## src/rtl/core/msh_pkg.sv

```systemverilog
// Shared constants, angle table and payload types for the magnetometer scale and heading block.
package msh_pkg;

  localparam int ITER = 16;
  localparam int TABLE_LEN = 24;
  localparam int STAGES = ITER + 2;

  localparam int AXIS_W = 16;
  localparam int SCALE_W = 16;
  localparam int SCALED_W = 32;
  localparam int XY_W = 36;
  localparam int Z_W = 24;
  localparam int HEAD_W = 15;
  localparam int FINE_SHIFT = 8;

  localparam logic [SCALE_W-1:0] SCALE_RESET = 16'd3768;
  localparam logic signed [Z_W-1:0] DEG180 = 24'sd2949120;
  localparam logic signed [Z_W-1:0] DEG360 = 24'sd5898240;
  localparam logic signed [Z_W-1:0] ROUND_HALF = 24'sd128;
  localparam logic [HEAD_W-1:0] HEADING_TURN = 15'd23040;

  localparam logic signed [Z_W-1:0] ATAN_TABLE [TABLE_LEN] = '{
    24'sd737280, 24'sd435242, 24'sd229970, 24'sd116736,
    24'sd58595,  24'sd29326,  24'sd14667,  24'sd7334,
    24'sd3667,   24'sd1833,   24'sd917,    24'sd458,
    24'sd229,    24'sd115,    24'sd57,     24'sd29,
    24'sd14,     24'sd7,      24'sd4,      24'sd2,
    24'sd1,      24'sd0,      24'sd0,      24'sd0
  };

  typedef struct packed {
    logic signed [SCALED_W-1:0] x;
    logic signed [SCALED_W-1:0] y;
    logic signed [SCALED_W-1:0] z;
  } scaled_t;

  typedef struct packed {
    logic signed [XY_W-1:0] x;
    logic signed [XY_W-1:0] y;
    logic signed [Z_W-1:0]  z;
    logic                   zero;
  } cordic_t;

endpackage

```

## src/rtl/core/msh_front.sv

```systemverilog
// Input stage: unpacks the burst, scales each axis and sets up the first heading rotation.
module msh_front (
  input  logic                          clk,
  input  logic                          en,
  input  logic [47:0]                   raw_burst,
  input  logic [msh_pkg::SCALE_W-1:0]   scale_factor,
  output msh_pkg::scaled_t              scaled,
  output msh_pkg::cordic_t              vec
);

  logic signed [msh_pkg::AXIS_W-1:0]   xr;
  logic signed [msh_pkg::AXIS_W-1:0]   yr;
  logic signed [msh_pkg::AXIS_W-1:0]   zr;
  logic signed [msh_pkg::SCALE_W:0]    scale_s;
  logic signed [msh_pkg::SCALED_W:0]   px;
  logic signed [msh_pkg::SCALED_W:0]   py;
  logic signed [msh_pkg::SCALED_W:0]   pz;
  logic signed [msh_pkg::XY_W-1:0]     x_ext;
  logic signed [msh_pkg::XY_W-1:0]     y_ext;
  msh_pkg::scaled_t                    scaled_next;
  msh_pkg::cordic_t                    vec_next;

  assign xr = raw_burst[47:32];
  assign zr = raw_burst[31:16];
  assign yr = raw_burst[15:0];
  assign scale_s = {1'b0, scale_factor};

  assign px = xr * scale_s;
  assign py = yr * scale_s;
  assign pz = zr * scale_s;

  assign x_ext = {{(msh_pkg::XY_W - msh_pkg::AXIS_W - 16){xr[msh_pkg::AXIS_W-1]}}, xr, 16'b0};
  assign y_ext = {{(msh_pkg::XY_W - msh_pkg::AXIS_W - 16){yr[msh_pkg::AXIS_W-1]}}, yr, 16'b0};

  always_comb begin
    scaled_next.x = px[msh_pkg::SCALED_W-1:0];
    scaled_next.y = py[msh_pkg::SCALED_W-1:0];
    scaled_next.z = pz[msh_pkg::SCALED_W-1:0];
    vec_next.zero = (scale_factor == '0) || ((xr == '0) && (yr == '0));
    if (xr[msh_pkg::AXIS_W-1]) begin
      vec_next.x = -x_ext;
      vec_next.y = -y_ext;
      vec_next.z = msh_pkg::DEG180;
    end else begin
      vec_next.x = x_ext;
      vec_next.y = y_ext;
      vec_next.z = '0;
    end
  end

  always_ff @(posedge clk) begin
    if (en) begin
      scaled <= scaled_next;
      vec <= vec_next;
    end
  end

endmodule

```

## config.mk

```make
export PLATFORM = sky130hd
export DESIGN_NAME = msh_front
export DESIGN_NICKNAME = d
export VERILOG_FILES = /design/src/rtl/core/msh_pkg.sv /design/src/rtl/core/msh_front.sv
export SDC_FILE = /design/constraint.sdc
export NUM_CORES = 2
export LEC_CHECK = 0
export BUFFER_PORTS_ARGS = -buffer_cell sky130_fd_sc_hd__clkbuf_2
export CORE_AREA = 4 4 288 290
export CTS_CLUSTER_DIAMETER = 120
export DETAILED_ROUTE_END_ITERATION = 10
export DIE_AREA = 0 0 292 294
export PLACE_DENSITY_LB_ADDON = 0.1
export SYNTH_ARGS = -nofsm -noshare
export SYNTH_HDL_FRONTEND = slang
export SYNTH_SLANG_ARGS = --single-unit
```

## constraint.sdc

```tcl
create_clock -name clk -period 12.7 [get_ports clk]
set_input_delay 1.27 -clock clk [delete_from_list [all_inputs] [get_ports clk]]
set_output_delay 1.27 -clock clk [all_outputs]
set_load 0.005 [all_outputs]
```

==> metrics.txt <==
Cell variety after synth=69; Final min period=7.48 ns; Crit Path Class=in2reg; starting density of the core=39.9%; first-pass GRT wire length=140,000 µm; MaxCap Viol Count=0; Core Util, Final=42.6%; Crit path top cell by count=fa_1; total CTS buffers=17; gr ovfl total=0; Worst EP required=13.02 ns; total iterations of the first detailed-routing run=5; final setup vio count=0; # Post-CTS Setup Buffers=0; mean post-synth cell area=9.26 µm²; die area=85,800 µm²; Hold Crit Start=en; largest net degree at the start of global routing=58; initial antenna violation count=6; # rows=104; vias in the first global route=24,600; post-synthesis sequential area ratio=12.9%; CTS resizes=0; # IOs=259; DIE WIDTH=292 µm; crit start category=primary input; Detail Route Antenna Nets=0; Hold Buf Count CTS=0; final hold vios=0; delay of the slowest cell on the worst path=0.65 ns; Via density=4.95; Die Height=294 µm; clock slew at reported path FFs=0.07 ns; P&R area growth vs syn=6.90%; Ys Warns=0; vias post-DR=22,700; clock sink count=138; Max transition margin=44.6%; Wirelength per Cell=18.8 µm; worst slew pin tran=0.824 ns; Post-Route Setup TNS=0 ns; clock tree from TritonCTS=yes; Final GP Congestion=0.802; CORE AREA=80,300 µm²; CP arrival=7.80 ns; WHS Endpoint=scaled[90]; Crit path buffers/inverters=5; hold depth=1; H-tree depth=4; clock root buffer=clkbuf_16; Synth Instances=3,458; RSZ-0062 raised after global routing=no; Max Freq=0.134 GHz; crit path cell chain=clkbuf_2 -> buf_4 -> inv_1 -> nor2_1 -> fa_1 -> fa_1 -> fa_1 -> fa_1 -> fa_1 -> inv_1 -> fa_1 -> inv_1 -> ha_1 -> a21o_1 -> a221o_1 -> a21oi_1 -> nor2_1 -> or4_1 -> mux2i_1 -> nor4b_1; Clock Tree Buf Depth=2; CP endpoint kind=flip-flop; final non-filler cell total=4,596; Post-synth EDFFs=138; mapped cell area=32,000 µm²; share of flip-flops with an asynchronous set or reset=0%; CP max-delay cell=or4_1; DRC viols=0; CP max FO=41; Final period util=58.9%; final slew viol count=0; commonest non-fill, non-tap cell in the layout=inv_1; fill cell count=8,131; CP delay by family, top=adder cells; Total GRT Usage=20.9%; Synth Flop Type=edfxtp_1; placed cell count=4,561; Hold/Removal Path Class=in2reg; IO buf count=206; dpl hpwl=62,800 µm; nets=4,521; layout cells sized above 1=7.67%; commonest cells after routing, fill and taps aside=inv_1 (754), fa_1 (582), nand2_1 (408); status=complete, no violations; Seq cells post-synth=138; final WL=86,400 µm; DRT iter0 DRCs=1,055
-- worst max path at each step --
stage / slack, ns / cells past startpoint / from / end
final: 5.22 / 20 / raw_burst[47] / scaled[95]
after global routing: 4.92 / 20 / raw_burst[47] / scaled[95]
after CTS: 5.22 / 20 / raw_burst[47] / scaled[95]
after detailed placement: 4.70 / 20 / raw_burst[47] / scaled[95]
after global placement: 4.69 / 20 / raw_burst[47] / scaled[95]
after floorplan: 5.48 / 22 / raw_burst[39] / scaled[95]
-- synth_stat cells (all sizes together) (7+ instances only) --
| master | instances | area (µm²) |
|---|---|---|
| xnor2 | 87 | 762 |
| or4 | 11 | 82.6 |
| and2 | 372 | 2330 |
| or3 | 9 | 56.3 |
| nor2b | 10 | 62.6 |
| ha | 353 | 4420 |
| o21a | 7 | 52.6 |
| nand2 | 408 | 1530 |
| o21ai | 49 | 245 |
| nor2 | 76 | 285 |
| a211oi | 8 | 65.1 |
| buf | 69 | 493 |
| nand3 | 22 | 110 |
| edfxtp | 138 | 4140 |
| a21oi | 91 | 459 |
| o21bai | 11 | 82.6 |
| fa | 582 | 11700 |
| a21o | 37 | 279 |
| clkbuf | 168 | 632 |
| o31ai | 11 | 82.6 |
| xor2 | 27 | 236 |
| a31oi | 7 | 43.8 |
| nand4 | 14 | 87.6 |
| and3 | 7 | 43.8 |
| nor4 | 11 | 75.1 |
| inv | 754 | 2830 |
| nor3 | 19 | 95.1 |
| o211ai | 7 | 52.6 |
| nand2b | 24 | 150 |
-- layout make-up --
type / instances / area, µm² / area share, %
Multi-Input combinational cell: 2384 / 24100 / 70.5
Sequential cell: 138 / 4140 / 12.1
Inverter: 754 / 2830 / 8.27
Tap cell: 1060 / 1330 / 3.87
Timing Repair Buffer: 225 / 1180 / 3.45
Clock buffer: 18 / 429 / 1.25
Clock inverter: 14 / 184 / 0.537
Antenna cell: 3 / 7.51 / 0.0219
-- metal layers --
layer | vias up | wire length (µm) | track usage [%] | part of all wire, %
li1 | 10500 | - | - | -
met1 | 11600 | 39700 | 28.9 | 46
met2 | 474 | 41200 | 34.9 | 48
met3 | 87 | 3900 | 2.98 | 4.5
met4 | 4 | 1600 | 5.07 | 1.9
met5 | - | 27 | 0 | 0.031
-- stage by stage --
stage	setup slack, ns	hold slack (ns)	area (µm²)
2_1_floorplan	5.48	1.37	32200
3_3_place_gp	4.69	1.67	33600
3_5_place_dp	4.70	1.67	33600
4_1_cts	5.22	1.19	34200
5_1_grt	4.92	1.22	34200
6_report	5.22	1.22	34200
-- sequential cells by signal (all words and copies together), names as in the netlist --
| name | cells |
|---|---|
| scaled | 96 |
| vec | 42 |
-- cells by family after synthesis --
kind of cell / Yosys count / share of synthesized area, %
AO/OA/AOI/OAI: 270 / 5.40
XOR/XNOR: 114 / 3.12
adder cells (fa/ha/maj): 935 / 50.2
buffers and inverters: 991 / 12.4
flip-flops: 138 / 12.9
multiplexers: 3 / 0.0938
other: 1 / 0.0117
AND/OR/NAND/NOR: 1006 / 15.9
Power is not shown: default switching activity piles up to over one toggle a cycle in this logic, so the estimate is an artifact.
