===== src/rtl/core/msh_pkg.sv =====
// Shared constants, angle table and payload types for the magnetometer scale and heading block.
package msh_pkg;

  localparam int ITER = 16;
  localparam int TABLE_LEN = 24;
  localparam int STAGES = ITER + 2;

  localparam int AXIS_W = 16;
  localparam int SCALE_W = 16;
  localparam int SCALED_W = 32;
  localparam int XY_W = 36;
  localparam int Z_W = 24;
  localparam int HEAD_W = 15;
  localparam int FINE_SHIFT = 8;

  localparam logic [SCALE_W-1:0] SCALE_RESET = 16'd3768;
  localparam logic signed [Z_W-1:0] DEG180 = 24'sd2949120;
  localparam logic signed [Z_W-1:0] DEG360 = 24'sd5898240;
  localparam logic signed [Z_W-1:0] ROUND_HALF = 24'sd128;
  localparam logic [HEAD_W-1:0] HEADING_TURN = 15'd23040;

  localparam logic signed [Z_W-1:0] ATAN_TABLE [TABLE_LEN] = '{
    24'sd737280, 24'sd435242, 24'sd229970, 24'sd116736,
    24'sd58595,  24'sd29326,  24'sd14667,  24'sd7334,
    24'sd3667,   24'sd1833,   24'sd917,    24'sd458,
    24'sd229,    24'sd115,    24'sd57,     24'sd29,
    24'sd14,     24'sd7,      24'sd4,      24'sd2,
    24'sd1,      24'sd0,      24'sd0,      24'sd0
  };

  typedef struct packed {
    logic signed [SCALED_W-1:0] x;
    logic signed [SCALED_W-1:0] y;
    logic signed [SCALED_W-1:0] z;
  } scaled_t;

  typedef struct packed {
    logic signed [XY_W-1:0] x;
    logic signed [XY_W-1:0] y;
    logic signed [Z_W-1:0]  z;
    logic                   zero;
  } cordic_t;

endpackage


===== src/rtl/core/msh_heading.sv =====
// Output stage: wraps and rounds the angle to 1/64 degree and registers all result fields.
module msh_heading (
  input  logic                               clk,
  input  logic                               en,
  input  msh_pkg::cordic_t                   vec,
  input  msh_pkg::scaled_t                   scaled,
  output logic signed [msh_pkg::SCALED_W-1:0] scaled_x,
  output logic signed [msh_pkg::SCALED_W-1:0] scaled_y,
  output logic signed [msh_pkg::SCALED_W-1:0] scaled_z,
  output logic [msh_pkg::HEAD_W-1:0]         heading_deg
);

  logic signed [msh_pkg::Z_W-1:0] z_in;
  logic signed [msh_pkg::Z_W-1:0] z_adj;
  logic signed [msh_pkg::Z_W-1:0] z_round;
  logic [msh_pkg::HEAD_W-1:0]     head_raw;
  logic [msh_pkg::HEAD_W-1:0]     heading_next;

  assign z_in = vec.z;
  assign z_adj = z_in[msh_pkg::Z_W-1] ? z_in + msh_pkg::DEG360 : z_in;
  assign z_round = z_adj + msh_pkg::ROUND_HALF;
  assign head_raw = z_round[msh_pkg::HEAD_W+msh_pkg::FINE_SHIFT-1:msh_pkg::FINE_SHIFT];

  always_comb begin
    if (vec.zero || (head_raw >= msh_pkg::HEADING_TURN)) begin
      heading_next = '0;
    end else begin
      heading_next = head_raw;
    end
  end

  always_ff @(posedge clk) begin
    if (en) begin
      scaled_x <= scaled.x;
      scaled_y <= scaled.y;
      scaled_z <= scaled.z;
      heading_deg <= heading_next;
    end
  end

endmodule


===== config.mk =====
export PLATFORM = sky130hd
export DESIGN_NAME = msh_heading
export DESIGN_NICKNAME = d
export VERILOG_FILES = /design/src/rtl/core/msh_pkg.sv /design/src/rtl/core/msh_heading.sv
export SDC_FILE = /design/constraint.sdc
export NUM_CORES = 1
export LEC_CHECK = 0
export BUFFER_PORTS_ARGS = -buffer_cell sky130_fd_sc_hd__buf_2
export CAP_MARGIN = 10
export CELL_PAD_IN_SITES_DETAIL_PLACEMENT = 1
export CELL_PAD_IN_SITES_GLOBAL_PLACEMENT = 2
export CORE_MARGIN = 2
export CORE_UTILIZATION = 22
export DETAILED_ROUTE_END_ITERATION = 8
export HOLD_SLACK_MARGIN = 0.03
export PLACE_DENSITY_LB_ADDON = 0.1
export SLEW_MARGIN = 20
export SYNTH_ARGS = -nofsm -noshare
export SYNTH_HDL_FRONTEND = slang
export SYNTH_SLANG_ARGS = --single-unit

===== constraint.sdc =====
create_clock -name clk -period 2.1 [get_ports clk]
set_clock_uncertainty 0.15 [all_clocks]
set_input_delay 0.315 -clock clk [delete_from_list [all_inputs] [get_ports clk]]
set_output_delay 0.315 -clock clk [all_outputs]
set_load 0.005 [all_outputs]

==> out/qor.json <==
{
  "yosys": {
    "post_synth_instance_area_um2": 4010,
    "synth_cell_types": 37,
    "ys_ff_latch": 111,
    "count_of_synthesis_stage_warnings_from_yosys": 0,
    "synthCells": 191,
    "synth_seq_area_share_pct": 83.1,
    "synthesis.area_per_instance_um2": 21.0,
    "netlist.top_cell.by_area": "edfxtp_1",
    "synthesis.nets": 388,
    "netlist_top_cells_area": "edfxtp_1 83%, xnor2_1 2.0%, a211oi_2 1.9%",
    "synth.top_cell.area_share_pct": 83.1
  },
  "global_routing": {
    "global_route.overflow_total": 0,
    "first_global_vias": 3347,
    "grt_antenna_before_repair": 0,
    "groute.usage.overall_pct": 12.7,
    "grt_first_pass_wirelength_mm": 19.0,
    "grt_max_degree": 39
  },
  "cells_and_area": {
    "design.final.nets": 751,
    "fillers": 1917,
    "post_route_cells_drive_above_1_share_pct": 53.7,
    "antenna_diode_instance_count": 0,
    "finish.instance_area_um2": 7010,
    "area_delta_synth_final_pct": 74.9,
    "finish.cell_count_without_fillers": 788
  },
  "die": {
    "num_io_pins": 306,
    "coreArea_um2": 17900,
    "floorplan.initialDensity_pct": 22.4,
    "chipHeight_um": 139,
    "die-area_um2": 19300,
    "rows": 49,
    "chipWidth_um": 139
  },
  "critical_path": {
    "crit_required_ns": 2.12,
    "worst_ep_arrival_time_ns": 1.95,
    "end_kind": "register",
    "critical_path.max_fanout": 14,
    "critical_path_type": "input pin to register",
    "timing.critical_path.from_type": "input pin"
  },
  "placed_design": {
    "routabilityCongestion": 0.784,
    "place_hpwl_mm": 9.21,
    "dpl-instance-area_um2": 5760,
    "dp_cells": 676,
    "placement.io_buffers": 226
  },
  "power_and_ir_drop": {
    "switching_power_mw": 1.14,
    "power_frac_comb_pct": 15.2,
    "power_report.internal_total_mw": 3.99,
    "p_per_area_nw_per_um2": 730,
    "clock_power_share_pct": 32.5,
    "power.switching_fraction_pct": 22.2,
    "worst_ir_drop_vdd_mv": 0.326,
    "total_leakage_power_nw": 2.91,
    "power.share.sequential_pct": 52.3
  },
  "clock_tree": {
    "cell_at_the_root_of_the_clock_tree": "clkbuf_16",
    "cts_tree": "built",
    "cts.path.max_buffers": 2,
    "cts_setup_buffers": 0,
    "clk_pin_slew_ns": 0.07,
    "cts_buffers": 9,
    "cts-htree-levels": 3,
    "cts.sink_count": 111
  },
  "sta": {
    "period_minus_slack_ns": 1.93,
    "worst-slew-pin-transition_ns": 0.350,
    "report.final.setup_viol": 0,
    "max_freq_mhz": 519,
    "worst_slew_margin_rel_pct": 76.6,
    "hold_viol": 0,
    "final_max_slew_viol_count": 0,
    "setup_tns_ns": 0,
    "unrepaired_setup_endpoints_after_global_routing": "false",
    "period_share_pct": 91.8
  },
  "status": {
    "run_status": "completed"
  },
  "drt": {
    "drt_pass1_iterations": 4,
    "drt.antenna.violating_nets": 0,
    "drt_iter0_markers": 150,
    "route.final.wire_length_mm": 12.3,
    "avgRoutedWirePerCell_um": 15.6,
    "via_per_inst": 3.92,
    "drc_errors": 0,
    "dr_total_vias": 3092
  },
  "run": {
    "drv.max_cap_violation_count": 0
  },
  "worst_hold_path": {
    "hold_path_class": "input pin to register"
  }
}
## final timing paths
kind | cells after the start | startpoint | endpoint | slack [ns]
max | 10 | vec[18] | heading_deg[3] | 0.17
min | 1 | en | scaled_y[8] | 0.21
## per-stage QoR
stage	util (%)	setup WS [ns]	hold WS (ns)	power [mW]
finish	39.2	0.173	0.210	5.12
global route	39.2	0.0252	0.205	5.36
CTS	39.2	0.163	0.200	5.21
detailed placement	32.2	-0.212	0.343	3.37
global placement	32.2	-0.184	0.343	3.36
floorplan	-	0.00616	0.264	2.91
## worst max-delay path: stages
cell and delay [ns]:
buf_2 0.12, buf_4 0.16, xnor2_4 0.15, nor3_4 0.28
nand3_2 0.12, buf_4 0.16, nor4_4 0.20, nor2_4 0.08
buf_12 0.15, a211oi_1 0.22
## cell type report
class	instances	area [um2]	share of cell area, %
well taps	229	287	4.08
multi-input cells	73	682	9.72
repair buffers	356	2410	34.4
flip-flops and latches	111	3330	47.5
inverters	3	11.3	0.161
clock inverters	7	63.8	0.910
clock buffers	9	225	3.21
## logic make-up (layout without fill, tap and decap cells)
group / count (synthesis) / count (layout) / share of synthesized area (%)
flip-flops: 111 / 111 / 83.1
AND/OR/NAND/NOR: 32 / 32 / 5.65
AO/OA/AOI/OAI: 22 / 22 / 5.12
XOR/XNOR: 16 / 16 / 4.05
buffers and inverters: 7 / 375 / 1.12
adder cells (fa/ha/maj): 2 / 2 / 0.624
multiplexers: 1 / 1 / 0.343
## synthesized netlist by cell type (all sizes together)
master   instances
nand2b           2
nor2b            1
nand4            1
mux2i            1
or2b             1
nor4             3
clkbuf           1
xnor2           12
nand2            5
o2111ai          1
nand3            7
ha               2
o31ai            1
inv              2
nand3b           1
xor2             4
edfxtp         111
buf              3
a21o             1
o211ai           1
clkinv           1
nor2             6
o21ai            2
nor3             3
a21oi            4
and3             1
a211oi          10
a31oi            1
and4             1
o31a             1
## placed cells by master, fill, tap and decap left out, types with 2 or more instances in the layout
cell type      count
buf_2            225
edfxtp_1         111
dlygate4sd3_1     96
buf_4             30
clkbuf_16          9
xnor2_1            8
nand3_1            6
a211oi_2           6
nand2_1            5
nor2_1             5
buf_12             5
clkinv_1           4
a211oi_1           4
xor2_1             4
a21oi_2            4
xnor2_2            3
inv_1              2
nor4_4             2
nor3_1             2
nand2b_1           2
clkinv_4           2
## repair_timing
action / CTS / global route
endpoints found under the hold margin: 96 / 0
setup endpoints to repair: 0 / 0
gates resized for setup: 0 / 0
hold buffers: 96 / 0
## state kept, by name (all words and copies together), names as in the netlist
| name | count |
|---|---|
| heading_deg | 15 |
| scaled_z | 32 |
| scaled_x | 32 |
| scaled_y | 32 |
## power groups by stage
| stage | combinational [mW] | clock, mW | sequential [mW] |
|---|---|---|---|
| 2_1_floorplan | 0.154 | 0 | 2.76 |
| 3_3_place_gp | 0.640 | 0 | 2.72 |
| 3_5_place_dp | 0.643 | 0 | 2.73 |
| 4_1_cts | 0.792 | 1.73 | 2.68 |
| 5_1_grt | 0.845 | 1.82 | 2.69 |
| 6_report | 0.777 | 1.67 | 2.68 |
## per-layer routing
| metal | track usage, % | vias up | part of all wire [%] | routed length (um) |
|---|---|---|---|---|
| met5 | 0 | - | 0 | 0 |
| met2 | 21.9 | 139 | 50 | 6150 |
| li1 | - | 1478 | - | - |
| met1 | 15.0 | 1454 | 41 | 5020 |
| met3 | 3.31 | 21 | 6.0 | 734 |
| met4 | 5.74 | 0 | 2.8 | 347 |
(Power assumes the default switching activity.)
